**src/rtl/ilr_pkg.sv**
```systemverilog
// shared types and constants for the integer line rasterizer
`default_nettype none

package ilr_pkg;

  // default coordinate width and depth of the command queue
  localparam int COORD_BITS_DEF = 12;
  localparam int QUEUE_DEPTH    = 4;

  // command codes carried on the input tuser bit
  typedef enum logic {
    CMD_LOAD = 1'b0,
    CMD_STEP = 1'b1
  } cmd_t;

  // classification of one queued command
  typedef struct packed {
    logic is_load;
    logic x_neg;
    logic y_neg;
    logic steep;
  } cmd_flags_t;

  localparam int FLAGS_W = $bits(cmd_flags_t);

endpackage

`default_nettype wire

```
**src/rtl/ilr_front.sv**
```systemverilog
// front end: takes input beats, works out line setup for loads
`default_nettype none

module ilr_front #(
  parameter int COORD_BITS = ilr_pkg::COORD_BITS_DEF
) (
  input  wire logic                    clk,
  input  wire logic                    rst,
  input  wire logic                    in_valid,
  output logic                         in_ready,
  input  wire logic                    in_cmd,
  input  wire logic [4*COORD_BITS-1:0] in_coords,
  output logic                         out_valid,
  input  wire logic                    out_ready,
  output logic [ilr_pkg::FLAGS_W+5*COORD_BITS+2:0] out_entry
);
  import ilr_pkg::*;

  localparam int CB = COORD_BITS;
  localparam int EW = COORD_BITS + 3;

  logic [CB-1:0] sx, sy, ex, ey;
  logic [CB-1:0] adx, ady, major, minor;
  logic          x_neg, y_neg, steep;
  logic [EW-1:0] err_flat, err_steep, err_init;
  cmd_flags_t    flags;
  logic          full_valid;
  logic          take;

  assign sx = in_coords[CB-1:0];
  assign sy = in_coords[2*CB-1:CB];
  assign ex = in_coords[3*CB-1:2*CB];
  assign ey = in_coords[4*CB-1:3*CB];

  // absolute deltas and step signs
  always_comb begin
    x_neg = ex < sx;
    y_neg = ey < sy;
    adx   = x_neg ? (sx - ex) : (ex - sx);
    ady   = y_neg ? (sy - ey) : (ey - sy);
    steep = adx < ady;
    major = steep ? ady : adx;
    minor = steep ? adx : ady;
    // both candidates for 2*minor - major, picked by steep
    err_flat  = {2'b00, ady, 1'b0} - {3'b000, adx};
    err_steep = {2'b00, adx, 1'b0} - {3'b000, ady};
    err_init  = steep ? err_steep : err_flat;
    flags.is_load = (cmd_t'(in_cmd) == CMD_LOAD);
    flags.x_neg   = x_neg;
    flags.y_neg   = y_neg;
    flags.steep   = steep;
  end

  assign in_ready  = !full_valid || out_ready;
  assign take      = in_valid && in_ready;
  assign out_valid = full_valid;

  always_ff @(posedge clk) begin
    if (rst) begin
      full_valid <= 1'b0;
    end else if (take) begin
      full_valid <= 1'b1;
    end else if (out_ready) begin
      full_valid <= 1'b0;
    end
  end

  always_ff @(posedge clk) begin
    if (take) begin
      out_entry <= {flags, sx, sy, major, minor, err_init};
    end
  end

endmodule

`default_nettype wire

```
**src/rtl/ilr_queue.sv**
```systemverilog
// small flop-based fifo between the front and back ends
`default_nettype none

module ilr_queue #(
  parameter int WIDTH = 8,
  parameter int DEPTH = ilr_pkg::QUEUE_DEPTH
) (
  input  wire logic             clk,
  input  wire logic             rst,
  input  wire logic             push,
  input  wire logic [WIDTH-1:0] push_data,
  output logic                  full,
  input  wire logic             pop,
  output logic [WIDTH-1:0]      pop_data,
  output logic                  not_empty
);
  import ilr_pkg::*;

  localparam int PTR_W = (DEPTH > 1) ? $clog2(DEPTH) : 1;
  localparam int CNT_W = $clog2(DEPTH + 1);
  localparam logic [PTR_W-1:0] LAST_PTR = PTR_W'(DEPTH - 1);

  logic [WIDTH-1:0] slots [DEPTH];
  logic [PTR_W-1:0] wr_ptr, rd_ptr;
  logic [CNT_W-1:0] count;
  logic             do_push, do_pop;

  assign full      = (count == CNT_W'(DEPTH));
  assign not_empty = (count != '0);
  assign do_push   = push && !full;
  assign do_pop    = pop && not_empty;
  assign pop_data  = slots[rd_ptr];

  always_ff @(posedge clk) begin
    if (rst) begin
      wr_ptr <= '0;
      rd_ptr <= '0;
      count  <= '0;
    end else begin
      if (do_push) begin
        wr_ptr <= (wr_ptr == LAST_PTR) ? '0 : wr_ptr + 1'b1;
      end
      if (do_pop) begin
        rd_ptr <= (rd_ptr == LAST_PTR) ? '0 : rd_ptr + 1'b1;
      end
      if (do_push && !do_pop) begin
        count <= count + 1'b1;
      end else if (do_pop && !do_push) begin
        count <= count - 1'b1;
      end
    end
  end

  always_ff @(posedge clk) begin
    if (do_push) begin
      slots[wr_ptr] <= push_data;
    end
  end

endmodule

`default_nettype wire

```
**src/rtl/ilr_back.sv**
```systemverilog
// back end: line state, one bresenham step per step command, output register
`default_nettype none

module ilr_back #(
  parameter int COORD_BITS = ilr_pkg::COORD_BITS_DEF
) (
  input  wire logic              clk,
  input  wire logic              rst,
  input  wire logic              cmd_valid,
  output logic                   cmd_pop,
  input  wire logic [ilr_pkg::FLAGS_W+5*COORD_BITS+2:0] cmd_entry,
  output logic                   res_valid,
  input  wire logic              res_ready,
  output logic [COORD_BITS-1:0]  res_x,
  output logic [COORD_BITS-1:0]  res_y,
  output logic                   res_last,
  output logic                   res_real
);
  import ilr_pkg::*;

  localparam int CB = COORD_BITS;
  localparam int EW = COORD_BITS + 3;

  cmd_flags_t    e_flags;
  logic [CB-1:0] e_sx, e_sy, e_major, e_minor;
  logic [EW-1:0] e_err;

  // line state
  logic [CB-1:0] cur_x, cur_y, major_len, minor_len, remaining;
  logic [EW-1:0] err_term;
  logic          step_x_neg, step_y_neg, steep, active;

  logic [CB-1:0] cur_x_next, cur_y_next, remaining_next;
  logic [EW-1:0] err_term_next;
  logic          active_next;
  logic          err_ge0, mov_x, mov_y;
  logic [EW-1:0] err_mid;
  logic [CB-1:0] o_x, o_y;
  logic          o_last, o_real;

  assign {e_flags, e_sx, e_sy, e_major, e_minor, e_err} = cmd_entry;

  assign cmd_pop = cmd_valid && (!res_valid || res_ready);

  always_comb begin
    err_ge0        = !err_term[EW-1];
    mov_x          = steep ? err_ge0 : 1'b1;
    mov_y          = steep ? 1'b1 : err_ge0;
    err_mid        = err_ge0 ? (err_term - {2'b00, major_len, 1'b0}) : err_term;
    cur_x_next     = cur_x;
    cur_y_next     = cur_y;
    err_term_next  = err_term;
    remaining_next = remaining;
    active_next    = active;
    o_x            = '0;
    o_y            = '0;
    o_last         = 1'b0;
    o_real         = 1'b0;
    if (e_flags.is_load) begin
      cur_x_next     = e_sx;
      cur_y_next     = e_sy;
      err_term_next  = e_err;
      remaining_next = e_major;
      active_next    = (e_major != '0);
      o_x            = e_sx;
      o_y            = e_sy;
      o_last         = (e_major == '0);
      o_real         = 1'b1;
    end else if (active && remaining != '0) begin
      if (mov_x) begin
        cur_x_next = step_x_neg ? cur_x - 1'b1 : cur_x + 1'b1;
      end
      if (mov_y) begin
        cur_y_next = step_y_neg ? cur_y - 1'b1 : cur_y + 1'b1;
      end
      err_term_next  = err_mid + {2'b00, minor_len, 1'b0};
      remaining_next = remaining - 1'b1;
      active_next    = (remaining != CB'(1));
      o_x            = cur_x_next;
      o_y            = cur_y_next;
      o_last         = (remaining == CB'(1));
      o_real         = 1'b1;
    end else begin
      active_next = 1'b0;
    end
  end

  always_ff @(posedge clk) begin
    if (rst) begin
      cur_x      <= '0;
      cur_y      <= '0;
      err_term   <= '0;
      major_len  <= '0;
      minor_len  <= '0;
      remaining  <= '0;
      step_x_neg <= 1'b0;
      step_y_neg <= 1'b0;
      steep      <= 1'b0;
      active     <= 1'b0;
    end else if (cmd_pop) begin
      cur_x     <= cur_x_next;
      cur_y     <= cur_y_next;
      err_term  <= err_term_next;
      remaining <= remaining_next;
      active    <= active_next;
      if (e_flags.is_load) begin
        major_len  <= e_major;
        minor_len  <= e_minor;
        step_x_neg <= e_flags.x_neg;
        step_y_neg <= e_flags.y_neg;
        steep      <= e_flags.steep;
      end
    end
  end

  always_ff @(posedge clk) begin
    if (rst) begin
      res_valid <= 1'b0;
    end else if (cmd_pop) begin
      res_valid <= 1'b1;
    end else if (res_ready) begin
      res_valid <= 1'b0;
    end
  end

  always_ff @(posedge clk) begin
    if (cmd_pop) begin
      res_x    <= o_x;
      res_y    <= o_y;
      res_last <= o_last;
      res_real <= o_real;
    end
  end

endmodule

`default_nettype wire

```
**src/rtl/integer_line_rasterizer_unit.sv**
```systemverilog
// top level of the integer line rasterizer
`default_nettype none

// bresenham line rasterizer for all octants, one pixel per command beat.
// a load beat (tuser = 0) latches start point and setup and returns the start
// pixel; each step beat (tuser = 1) returns the next pixel, tlast marks the
// end point, and a step with no line in progress returns a beat with tuser = 0
// and zero data. a zero-length load returns one pixel with tlast set.
// throughput is one beat per clock in both directions while m_tready is high
// and the queue is not full; the pixel for a beat passes through the front
// register, a queue slot and the output register before it is presented. the
// rate is set by the step update in the back end, one add and compare on the
// registered error term per cycle. a four-entry queue sits between the
// setup front end and the stepping back end so either side can stall alone.
module integer_line_rasterizer_unit #(
  parameter int COORD_BITS = ilr_pkg::COORD_BITS_DEF
) (
  input  wire logic clk,
  input  wire logic rst,
  // input stream
  input  wire logic s_tvalid,
  output logic      s_tready,
  // start_x, start_y, end_x, end_y from bit 0 up, zero padded to bytes
  input  wire logic [((4*COORD_BITS+7)/8)*8-1:0] s_tdata,
  // cmd: 0 load, 1 step
  input  wire logic s_tuser,
  // output stream
  output logic      m_tvalid,
  input  wire logic m_tready,
  // pixel_x, pixel_y from bit 0 up, zero padded to bytes
  output logic [((2*COORD_BITS+7)/8)*8-1:0] m_tdata,
  // valid_res: 1 for a real pixel
  output logic      m_tuser,
  // last pixel of the line
  output logic      m_tlast
);
  import ilr_pkg::*;

  localparam int CB      = COORD_BITS;
  localparam int ENTRY_W = FLAGS_W + 5*COORD_BITS + 3;
  localparam int OUT_W   = ((2*COORD_BITS+7)/8)*8;

  logic               f_valid, q_full, q_not_empty, q_pop;
  logic [ENTRY_W-1:0] f_entry, q_entry;
  logic [CB-1:0]      px, py;

  // front end: setup math for loads, registered
  ilr_front #(
    .COORD_BITS(COORD_BITS)
  ) u_front (
    .clk       (clk),
    .rst       (rst),
    .in_valid  (s_tvalid),
    .in_ready  (s_tready),
    .in_cmd    (s_tuser),
    .in_coords (s_tdata[4*CB-1:0]),
    .out_valid (f_valid),
    .out_ready (!q_full),
    .out_entry (f_entry)
  );

  // decoupling queue of classified commands
  ilr_queue #(
    .WIDTH (ENTRY_W),
    .DEPTH (QUEUE_DEPTH)
  ) u_queue (
    .clk       (clk),
    .rst       (rst),
    .push      (f_valid),
    .push_data (f_entry),
    .full      (q_full),
    .pop       (q_pop),
    .pop_data  (q_entry),
    .not_empty (q_not_empty)
  );

  // back end: line state and stepping, drives the output register
  ilr_back #(
    .COORD_BITS(COORD_BITS)
  ) u_back (
    .clk       (clk),
    .rst       (rst),
    .cmd_valid (q_not_empty),
    .cmd_pop   (q_pop),
    .cmd_entry (q_entry),
    .res_valid (m_tvalid),
    .res_ready (m_tready),
    .res_x     (px),
    .res_y     (py),
    .res_last  (m_tlast),
    .res_real  (m_tuser)
  );

  // pack pixel coordinates, upper pad bits zero
  assign m_tdata = OUT_W'({py, px});

endmodule

`default_nettype wire
```
**config.mk**
```make
export PLATFORM = sky130hd
export DESIGN_NAME = integer_line_rasterizer_unit
export DESIGN_NICKNAME = d
export VERILOG_FILES = /design/src/rtl/ilr_pkg.sv /design/src/rtl/ilr_front.sv /design/src/rtl/ilr_queue.sv /design/src/rtl/ilr_back.sv /design/src/rtl/integer_line_rasterizer_unit.sv
export SDC_FILE = /design/constraint.sdc
export NUM_CORES = 1
export LEC_CHECK = 0
export BUFFER_PORTS_ARGS = -buffer_cell sky130_fd_sc_hd__buf_2
export CAP_MARGIN = 20
export CORE_ASPECT_RATIO = 1.4
export CORE_MARGIN = 2
export CORE_UTILIZATION = 63
export DETAILED_ROUTE_END_ITERATION = 8
export PLACE_DENSITY = 0.81
export SLEW_MARGIN = 20
export SYNTH_ARGS = -nofsm -noshare
export SYNTH_HDL_FRONTEND = slang
export SYNTH_SLANG_ARGS = --single-unit
```
**constraint.sdc**
```tcl
create_clock -name clk -period 8.57 [get_ports clk]
set_clock_uncertainty 0.1 [all_clocks]
set_input_delay 2.1425 -clock clk [delete_from_list [all_inputs] [get_ports clk]]
set_output_delay 2.1425 -clock clk [all_outputs]
set_load 0.01 [all_outputs]
```
==> Word-level counts from Yosys, hierarchy flattened <==
Memories as Yosys holds them, arrays and structs flattened. A register that Yosys moved wholly into a read port is not among the register bits.
Index checks and enable logic that the tools add are counted.
{ "word_totals": {"reg_bits": 181, "ramBits": 268, "in_bits": 53, "wordCells": 113, "mem_count": 1} }
{ "op_classes": {"add_sub_neg": 17, "n_lt_le_gt_ge": 3, "eq_ne": 6, "n_mux": 41, "bitwise_logic": 1, "reduce_logical": 24} }
{ "memory_table": {"columns": ["memory", "depth", "width", "rd", "rd_clocked_by_memory_dff", "write_ports", "line", "source"], "rows": [
  ["u_queue.slots", 4, 67, 1, 1, 1, "ilr_queue.sv:23", "logic [WIDTH-1:0] slots [DEPTH];"]
]} }
{ "op_table": {"columns": ["cell", "count"], "rows": [
  ["$mux W12", 18],
  ["$mux W15", 4],
  ["$sub A12 B12 Y12", 4],
  ["$lt A12 B12 Y1", 3],
  ["$sub A12 B1 Y12 const B", 3],
  ["$sub A13 B12 Y14", 2],
  ["$add A12 B1 Y12 const B", 2],
  ["$reduce_bool A12 Y1", 2],
  ["$add A15 B13 Y15", 1],
  ["$sub A15 B13 Y15", 1],
  ["$mux W1", 13],
  ["$eq A12 B1 Y1 const B", 1],
  ["$logic_not A12 Y1", 1],
  ["$ne A12 B1 Y1 const B", 1],
  ["$mux W2", 4],
  ["$logic_and A1 B1 Y1", 7],
  ["$logic_not A1 Y1", 6],
  ["$mux W3", 2],
  ["$reduce_bool A2 Y1", 3],
  ["$add A2 B1 Y2 const B", 2],
  ["$eq A2 B2 Y1 const B", 2],
  ["$reduce_and A2 Y1", 2],
  ["$add A3 B1 Y3 const B", 1],
  ["$eq A3 B3 Y1 const B", 1],
  ["other kinds (5)", 6]
]} }

==> Logic depth before layout (Yosys ltp) <==
Gate-level depths: netlist (run 1).
{ "logic_depth": {"depth_word": 7, "depth_mapped": 25, "depth_no_buf": 24} }

==> Cells and area by module <==
Synthesis (run 1) repeated with hierarchy kept, for this count alone.
{ "hier_totals": {"hier_cells": 1878, "area_unflattened_um2": 23020.8} }
{ "by_module_without_submodules": {"columns": ["mod", "instances", "cells_per_inst", "area_per_inst_um2"], "rows": [
  ["ilr_queue", 1, 400, 10173.5],
  ["ilr_back", 1, 879, 6934.2],
  ["ilr_front", 1, 598, 5909.4],
  ["integer_line_rasterizer_unit", 1, 1, 3.8]
]} }

==> Least setup slack after synthesis (run 1) <==
OpenSTA, ideal clock, no wires.
{ "synth_timing": {"kind": "input to register", "startpoint": "in s_tdata[24]", "endpoint": "reg u_front.out_entry[10] (netlist bit) (data pin)", "setup_time_ps": 260, "arrival_time_ps": 6254, "setup_slack_ps": 1957, "path_stages": 24, "path_buffers": 1, "cell_sequence": "inv_1 ha_1 inv_1 fa_1 a211oi_1 o21ai_1 o21ai_0 nand2_1 clkinv_1 mux2i_1 xnor2_1 inv_1 ha_1 a21o_1 a21o_1 a21oi_1 nor2b_1 o21ai_0 nand2b_1 a21oi_1 nand2_1 a31oi_4 buf_6 mux2_2"} }
{ "synth_rtl": {"columns": ["element", "line", "source"], "rows": [
  ["from (decl)", "integer_line_rasterizer_unit.sv:24", "input wire logic [((4*COORD_BITS+7)/8)*8-1:0] s_tdata,"],
  ["to (signal assigned)", "ilr_front.sv:70", "out_entry <= {flags, sx, sy, major, minor, err_init};"],
  ["to (decl)", "ilr_front.sv:15", "output logic [ilr_pkg::FLAGS_W+5*COORD_BITS+2:0] out_entry"]
]} }

==> results of run 1 <==
## area by class of cell
| cell class | count | area (um2) | share of cell area |
|---|---|---|---|
| well taps | 456 | 571 | 0.0232 |
| multi-input cells | 1227 | 9260 | 0.376 |
| flip-flops and latches | 440 | 12300 | 0.500 |
| clock inverters | 22 | 308 | 0.0125 |
| repair buffers | 100 | 563 | 0.0229 |
| clock buffers | 53 | 1120 | 0.0457 |
| inverters | 130 | 488 | 0.0198 |
## sequential cells by signal, summed over array words and instances (netlist names), 3 cells and up, named ones only
register / count
u_back.err_term: 14
u_back.remaining: 12
u_front.out_entry: 65
u_back.res_x: 12
u_back.res_y: 12
u_queue.count: 3
u_back.minor_len: 12
u_queue.slots: 260
u_back.major_len: 12
u_back.cur_y: 12
u_back.cur_x: 12
## path summary, 6_finish.rpt
check	slack [ns]	cells past startpoint	to
max	1.32	24	u_front.out_entry[10]$_DFFE_PP_
min	0.36	2	u_back.major_len[2]$_SDFFE_PP0P_
max reg2reg	4.20	20	u_back.err_term[13]$_SDFFE_PP0P_
min reg2reg	0.36	2	u_back.major_len[2]$_SDFFE_PP0P_
## worst register-to-register path, cell delays in order (launching register included)
cell	delay, ns
dfxtp_1	0.39
inv_1	0.07
ha_1	0.27
nor2b_1	0.13
o21ai_0	0.22
a21oi_1	0.14
o21ai_0	0.24
a21oi_1	0.12
o21ai_0	0.17
nand2b_1	0.15
a21o_1	0.21
a211o_1	0.28
a21oi_1	0.12
a21oi_1	0.06
ha_1	0.33
nand2_1	0.07
o21ai_0	0.12
o41ai_1	0.48
xnor3_1	0.29
o211ai_1	0.16
a21oi_1	0.08
## power groups by stage
| stage | clock network, W | registers, W | logic [W] |
|---|---|---|---|
| final | 0.00195 | 0.00323 | 0.00371 |
| after global placement | 0 | 0.00322 | 0.00348 |
| after detailed placement | 0 | 0.00326 | 0.00361 |
| after CTS | 0.00197 | 0.00323 | 0.00368 |
| after floorplan | 0 | 0.00315 | 0.00276 |
| after global routing | 0.00204 | 0.00328 | 0.00410 |
## cells in the mapped netlist, types with 13 or more instances
| cell type | count |
|---|---|
| o211ai_1 | 13 |
| a21oi_1 | 158 |
| dfxtp_1 | 89 |
| inv_1 | 127 |
| xnor2_1 | 57 |
| and2_1 | 18 |
| mux4_2 | 64 |
| ha_1 | 124 |
| a211oi_1 | 38 |
| nor2b_1 | 16 |
| o21ai_0 | 76 |
| a311oi_1 | 15 |
| nand2_1 | 189 |
| edfxtp_1 | 351 |
| nor3_1 | 27 |
| mux2i_1 | 18 |
| o21bai_1 | 16 |
| buf_1 | 16 |
| a21o_1 | 39 |
| nor2_1 | 130 |
| nand2b_1 | 13 |
| clkbuf_1 | 49 |
| nand3_1 | 16 |
| a31oi_1 | 15 |
| xor2_1 | 21 |
## per-layer routing
layer,vias up,track usage,wire (um)
met5,-,0,0
met4,0,0.137,2410
met3,142,0.0377,3250
met2,681,0.510,26800
met1,7544,0.374,20500
li1,7074,-,-
## metrics by stage
step                utilization  setup WS [ns]
floorplan                     -           1.96
global placement          0.663          0.976
detailed placement        0.664          0.791
CTS                       0.705           1.36
global route              0.705          0.729
finish                    0.705           1.32
## kinds of logic (layout without fill, tap and decap cells)
group           Yosys count  in the layout  synth area share
fa+ha+maj               142            142            0.0818
buf+inv                 208            305            0.0362
mux                      87             87            0.0751
compound gates          458            458             0.132
simple gates            461            461            0.0921
xor+xnor                 79             79            0.0316
flops                   440            440             0.551
==> flow_metrics.py, run 1 <==
metrics = {
    "setup_path": {
        "reg2reg_from": "u_back.major_len[1]$_SDFFE_PP0P_",
        "critPathBufInv": 5,
        "startpoint": "s_tdata[0]",
        "worstPathMaxFanout": 45,
        "critPathKind": "input pin to flip-flop",
        "worstSetupStartpointType": "input pin",
        "crit_path_end_kind": "flip-flop",
        "crit_chain": "buf_2 -> ha_1 -> inv_1 -> fa_1 -> a211oi_1 -> o21ai_1 -> o21ai_0 -> nand2_1 -> clkinv_1 -> a221oi_1 -> o22ai_1 -> xnor2_1 -> inv_1 -> ha_1 -> a21o_1 -> a21oi_1 -> nor2b_1 -> o21ai_0 -> nand2b_1 -> a21oi_1 -> nand2_1 -> a31oi_4 -> buf_4 -> mux2_2",
        "required_ns": 8.77,
        "slowest_stage": "buf_4",
        "slowest_delay_ns": 0.44,
        "path_delay_family": "compound AO/OA/AOI/OAI gates",
        "cp_data_arrival_time_ns": 7.45,
    },
    "final_layout": {
        "final_common_cell": "edfxtp_1",
        "drive_above_1_share": 0.135,
        "final_cell_mix": "edfxtp_1, nand2_1, a21oi_1, inv_1, nor2_1",
        "final_area_um2": 24600,
        "areaGrowthSynthToFinish_pct": 10.3,
        "nNetsFinal": 2127,
        "fin_cells": 2428,
        "nFillCells": 2309,
        "antenna_cells": 0,
    },
    "placed_design": {
        "gp_congestion": 0.900,
        "portBuffers": 80,
        "post_dp_cell_area_um2": 23200,
        "dp.cells": 2353,
        "hpwl_mm": 34.9,
    },
    "pwr": {
        "power.leakage_nw": 9.32,
        "power.density_nw_per_um2": 361,
        "p_switching_w": 0.00335,
        "p_sw_frac": 0.377,
        "p_int_w": 0.00554,
        "pwr-share-clk": 0.220,
        "fin_total_pwr_w": 0.00889,
        "pwr-share-comb": 0.417,
        "pwr-share-seq": 0.363,
        "ir_drop_mv": 0.285,
    },
    "cts": {
        "ctsRootBufferMaster": "clkbuf_16",
        "ctsHoldBuffers": 0,
        "clkLatencyLatePin_ns": 0.55,
        "path_clk_slew_ns": 0.06,
        "post_cts_buffers": 0,
        "clockBufferDepth": 3,
        "cts_tree": "yes",
        "cts_max_level": 2,
        "cts_made_buffers": 42,
        "cts_sinks": 440,
        "cts_resized": 0,
    },
    "hold_path": {
        "hp-class": "flip-flop to flip-flop",
        "hp-start": "u_back.major_len[2]$_SDFFE_PP0P_",
    },
    "timing": {
        "fin_crit_sh": 0.846,
        "fin_tns_setup_ns": 0,
        "timing.slew.headroom": 0.278,
        "period_needed_ns": 7.25,
        "fin_hold_ws_ns": 0.363,
        "tightest_slew_ns": 1.08,
        "finalHoldViolCount": 0,
        "rsz0062_at_grt": "no",
        "drv_slew": 0,
        "fmax_mhz": 138,
        "setup_viol": 0,
    },
    "run_status": {
        "status": "finished, final reports clean",
    },
    "detailed_routing": {
        "drt_wl_total_mm": 53.0,
        "wl_per_cell_um": 21.8,
        "drt-initial-drc-count": 1348,
        "firstDrtPassIters": 5,
        "drc": 0,
        "ant_nets": 0,
        "post_drt_via_cell_ratio": 6.36,
        "via_count": 15400,
    },
    "floorplan": {
        "fp.dieW_um": 163,
        "num_rows": 81,
        "die_height_um": 227,
        "coreArea_um2": 35000,
        "die_area_um2": 37000,
        "io_pins": 81,
        "initial_core_util": 0.639,
    },
    "yosys": {
        "netlist_area_um2": 22300,
        "synth_seq_cells": 440,
        "ys_warn_count": 0,
        "synthCells": 1875,
        "synth-main-ff-cell": "edfxtp_1",
        "ys_async_sr_fraction": 0,
        "synth_edf_count": 351,
        "synth_area_leaders": "edfxtp_1, dfxtp_1, ha_1",
        "ys_seq_area_frac": 0.551,
        "yosys.area.top_type": "edfxtp_1",
        "synth_top_area_frac": 0.472,
        "synth_fp_nets": 2061,
        "yosysUniqueCellTypes": 75,
        "syn_avg_cell_area_um2": 11.9,
    },
    "global_routing": {
        "antenna_found_initial": 0,
        "grt_pass1_vias": 15400,
        "grt_max_degree": 87,
        "overflow": 0,
        "track_usage": 0.296,
        "grt_pass1_wl_mm": 84.4,
    },
    "flow_run": {
        "cap_viol_max_count": 0,
    },
}
Note: power is estimated with default switching activity, not from simulation.
==> inputs of run 2 (changes only) <==
Settings changed: ABC_AREA set to 1.
Clock period 8.57 ns to 7 ns, I/O delays scaled along.
==> flow_metrics.py, run 2 <==
metrics = {
    "setup_path": {
        "cp_data_arrival_time_ns": 5.98,
        "r2r_cells": 12,
        "worstSetupStartpointType": "input pin",
        "crit_top_cell": "inv_1",
        "slowest_stage": "fa_1",
        "crit_path_end_kind": "flip-flop",
        "required_ns": 7.19,
        "path_delay_family": "simple AND/OR/NAND/NOR gates",
        "critPathBufInv": 7,
        "slowest_delay_ns": 0.42,
        "critPathKind": "input pin to flip-flop",
        "worstPathMaxFanout": 38,
        "crit_cells": 27,
    },
    "timing": {
        "fmax_mhz": 173,
        "fin_crit_sh": 0.827,
        "period_needed_ns": 5.79,
        "drv_slew": 0,
        "finalHoldViolCount": 0,
        "setup_viol": 0,
        "timing.slew.headroom": 0.330,
        "rsz0062_at_grt": "no",
        "tightest_slew_ns": 1.01,
        "fin_tns_setup_ns": 0,
    },
    "cts": {
        "clkLatencyLatePin_ns": 0.55,
        "cts_sinks": 440,
        "ctsRootBufferMaster": "clkbuf_16",
        "post_cts_buffers": 0,
        "ctsHoldBuffers": 0,
        "path_clk_slew_ns": 0.06,
        "cts_resized": 0,
        "cts_made_buffers": 41,
        "cts_tree": "yes",
        "cts_max_level": 2,
        "clockBufferDepth": 3,
    },
    "floorplan": {
        "num_rows": 83,
        "fp.dieW_um": 167,
        "coreArea_um2": 36700,
        "die_height_um": 232,
        "die_area_um2": 38800,
        "initial_core_util": 0.640,
        "io_pins": 81,
    },
    "pwr": {
        "fin_total_pwr_w": 0.0110,
        "power.density_nw_per_um2": 430,
        "power.leakage_nw": 10.6,
        "ir_drop_mv": 0.455,
    },
    "final_layout": {
        "largest_register_ffs": 260,
        "multi_input_area_um2": 9740,
        "antenna_cells": 0,
        "final_cell_mix": "nand2_1, edfxtp_1, o21ai_0, nor2_1, inv_1",
        "nNetsFinal": 2779,
        "areaGrowthSynthToFinish_pct": 8.86,
        "nFillCells": 2770,
        "largest_register": "u_queue.slots",
        "regArea_um2": 12300,
        "drive_above_1_share": 0.0925,
        "top_regs": "u_queue.slots (260), u_front.out_entry (65), u_back.err_term (14)",
        "final_common_cell": "nand2_1",
    },
    "yosys": {
        "synth.most_common_cell": "nand2_1",
        "ys_async_sr_fraction": 0,
        "synth_top_area_frac": 0.449,
        "synth-main-ff-cell": "edfxtp_1",
        "synthCells": 2550,
        "yosys.area.top_type": "edfxtp_1",
        "synthTopCellsByCount": "nand2_1, edfxtp_1, nor2_1",
        "ys_seq_area_frac": 0.525,
        "synth_area_leaders": "edfxtp_1, dfxtp_1, nand2_1",
        "synth_seq_cells": 440,
        "syn_avg_cell_area_um2": 9.20,
        "synth_fp_nets": 2736,
        "yosysUniqueCellTypes": 60,
        "ys_warn_count": 0,
        "synth_edf_count": 351,
        "netlist_area_um2": 23500,
    },
    "placed_design": {
        "gp_congestion": 0.963,
        "hpwl_mm": 40.9,
        "portBuffers": 80,
    },
    "global_routing": {
        "grt_pass1_vias": 18200,
        "track_usage": 0.306,
        "grt_pass1_wl_mm": 94.3,
        "antenna_found_initial": 0,
        "grt_max_degree": 89,
        "overflow": 0,
    },
    "hold_path": {
        "hp-class": "flip-flop to flip-flop",
        "hold_path_depth": 2,
    },
    "detailed_routing": {
        "post_drt_via_cell_ratio": 6.00,
        "drc": 0,
        "ant_nets": 0,
        "drt-initial-drc-count": 1892,
        "via_count": 18600,
        "drt_wl_total_mm": 59.2,
        "wl_per_cell_um": 19.1,
        "firstDrtPassIters": 6,
    },
    "flow_run": {
        "cap_viol_max_count": 0,
    },
    "run_status": {
        "status": "finished, final reports clean",
    },
}
[run 2: cell types whose count changed in the layout (fill, tap and decap cells not counted), moves of 38 or more]
cell | before | now
nor2_1 | 128 | 275
nand3_1 | 16 | 126
inv_1 | 128 | 243
nand2_1 | 189 | 438
o21ai_0 | 76 | 277
mux4_2 | 64 | 0
xnor2_1 | 57 | 19
[run 2: power breakdown]
part	leakage [nW]	switching [W]	internal, W
logic	5.91	0.00327	0.00155
registers	4.00	0.000371	0.00355
clock network	0.665	0.000957	0.00130
total	10.6	0.00460	0.00640
[run 2: metrics by stage]
step | std cells | util | hold WS, ns | area [um2] | setup WS (ns)
global route | 3093 | 0.697 | 0.407 | 25500 | 0.833
finish | 3093 | 0.697 | 0.371 | 25500 | 1.21
CTS | 3093 | 0.697 | 0.374 | 25500 | 1.32
detailed placement | 3017 | 0.660 | 0.363 | 24200 | 0.744
global placement | 3017 | 0.660 | 0.351 | 24200 | 0.864
floorplan | 2550 | - | 0.333 | 23500 | 1.62
[run 2: metal layers]
metal | GRT usage | share of wire
met1 | 0.386 | 0.40
met2 | 0.533 | 0.50
met3 | 0.0324 | 0.062
met4 | 0.143 | 0.045
met5 | 0 | 0
[run 2: worst paths after layout]
kind | start | endpoint | slack [ns]
max | s_tdata[36] | u_front.out_entry[10]$_DFFE_PP_ | 1.21
min | u_back.major_len[3]$_SDFFE_PP0P_ | u_back.major_len[3]$_SDFFE_PP0P_ | 0.37
max reg2reg | flip-flop | u_back.res_y[6]$_DFFE_PP_ | 2.82
min reg2reg | u_back.major_len[3]$_SDFFE_PP0P_ | u_back.major_len[3]$_SDFFE_PP0P_ | 0.37
[run 2: final cells by class]
type                       instances  area share
sequential                       440       0.483
multi-input combinational       1751       0.381
clock buffer                      54      0.0445
inverter                         257      0.0378
tap                              467      0.0229
timing repair buffer             102      0.0221
clock inverter                    22     0.00848
[run 2: tightest hold or removal path: cells and delay by family (launching register included)]
kind / cells / cell delay, ns
DFF: 1 / 0.30
AOI/OAI and AO/OA: 1 / 0.06
buffers and inverters: 1 / 0.07
[run 2: cells by family (layout without fill, tap and decap cells)]
kind of cell / after synthesis / count (layout) / synth area share
adder cells (fa/ha/maj): 133 / 133 / 0.0738
XOR/XNOR: 52 / 52 / 0.0201
buffers and inverters: 359 / 435 / 0.0616
AND/OR/NAND/NOR: 942 / 942 / 0.171
flip-flops: 440 / 440 / 0.525
AO/OA/AOI/OAI: 622 / 622 / 0.147
multiplexers: 2 / 2 / 0.000853
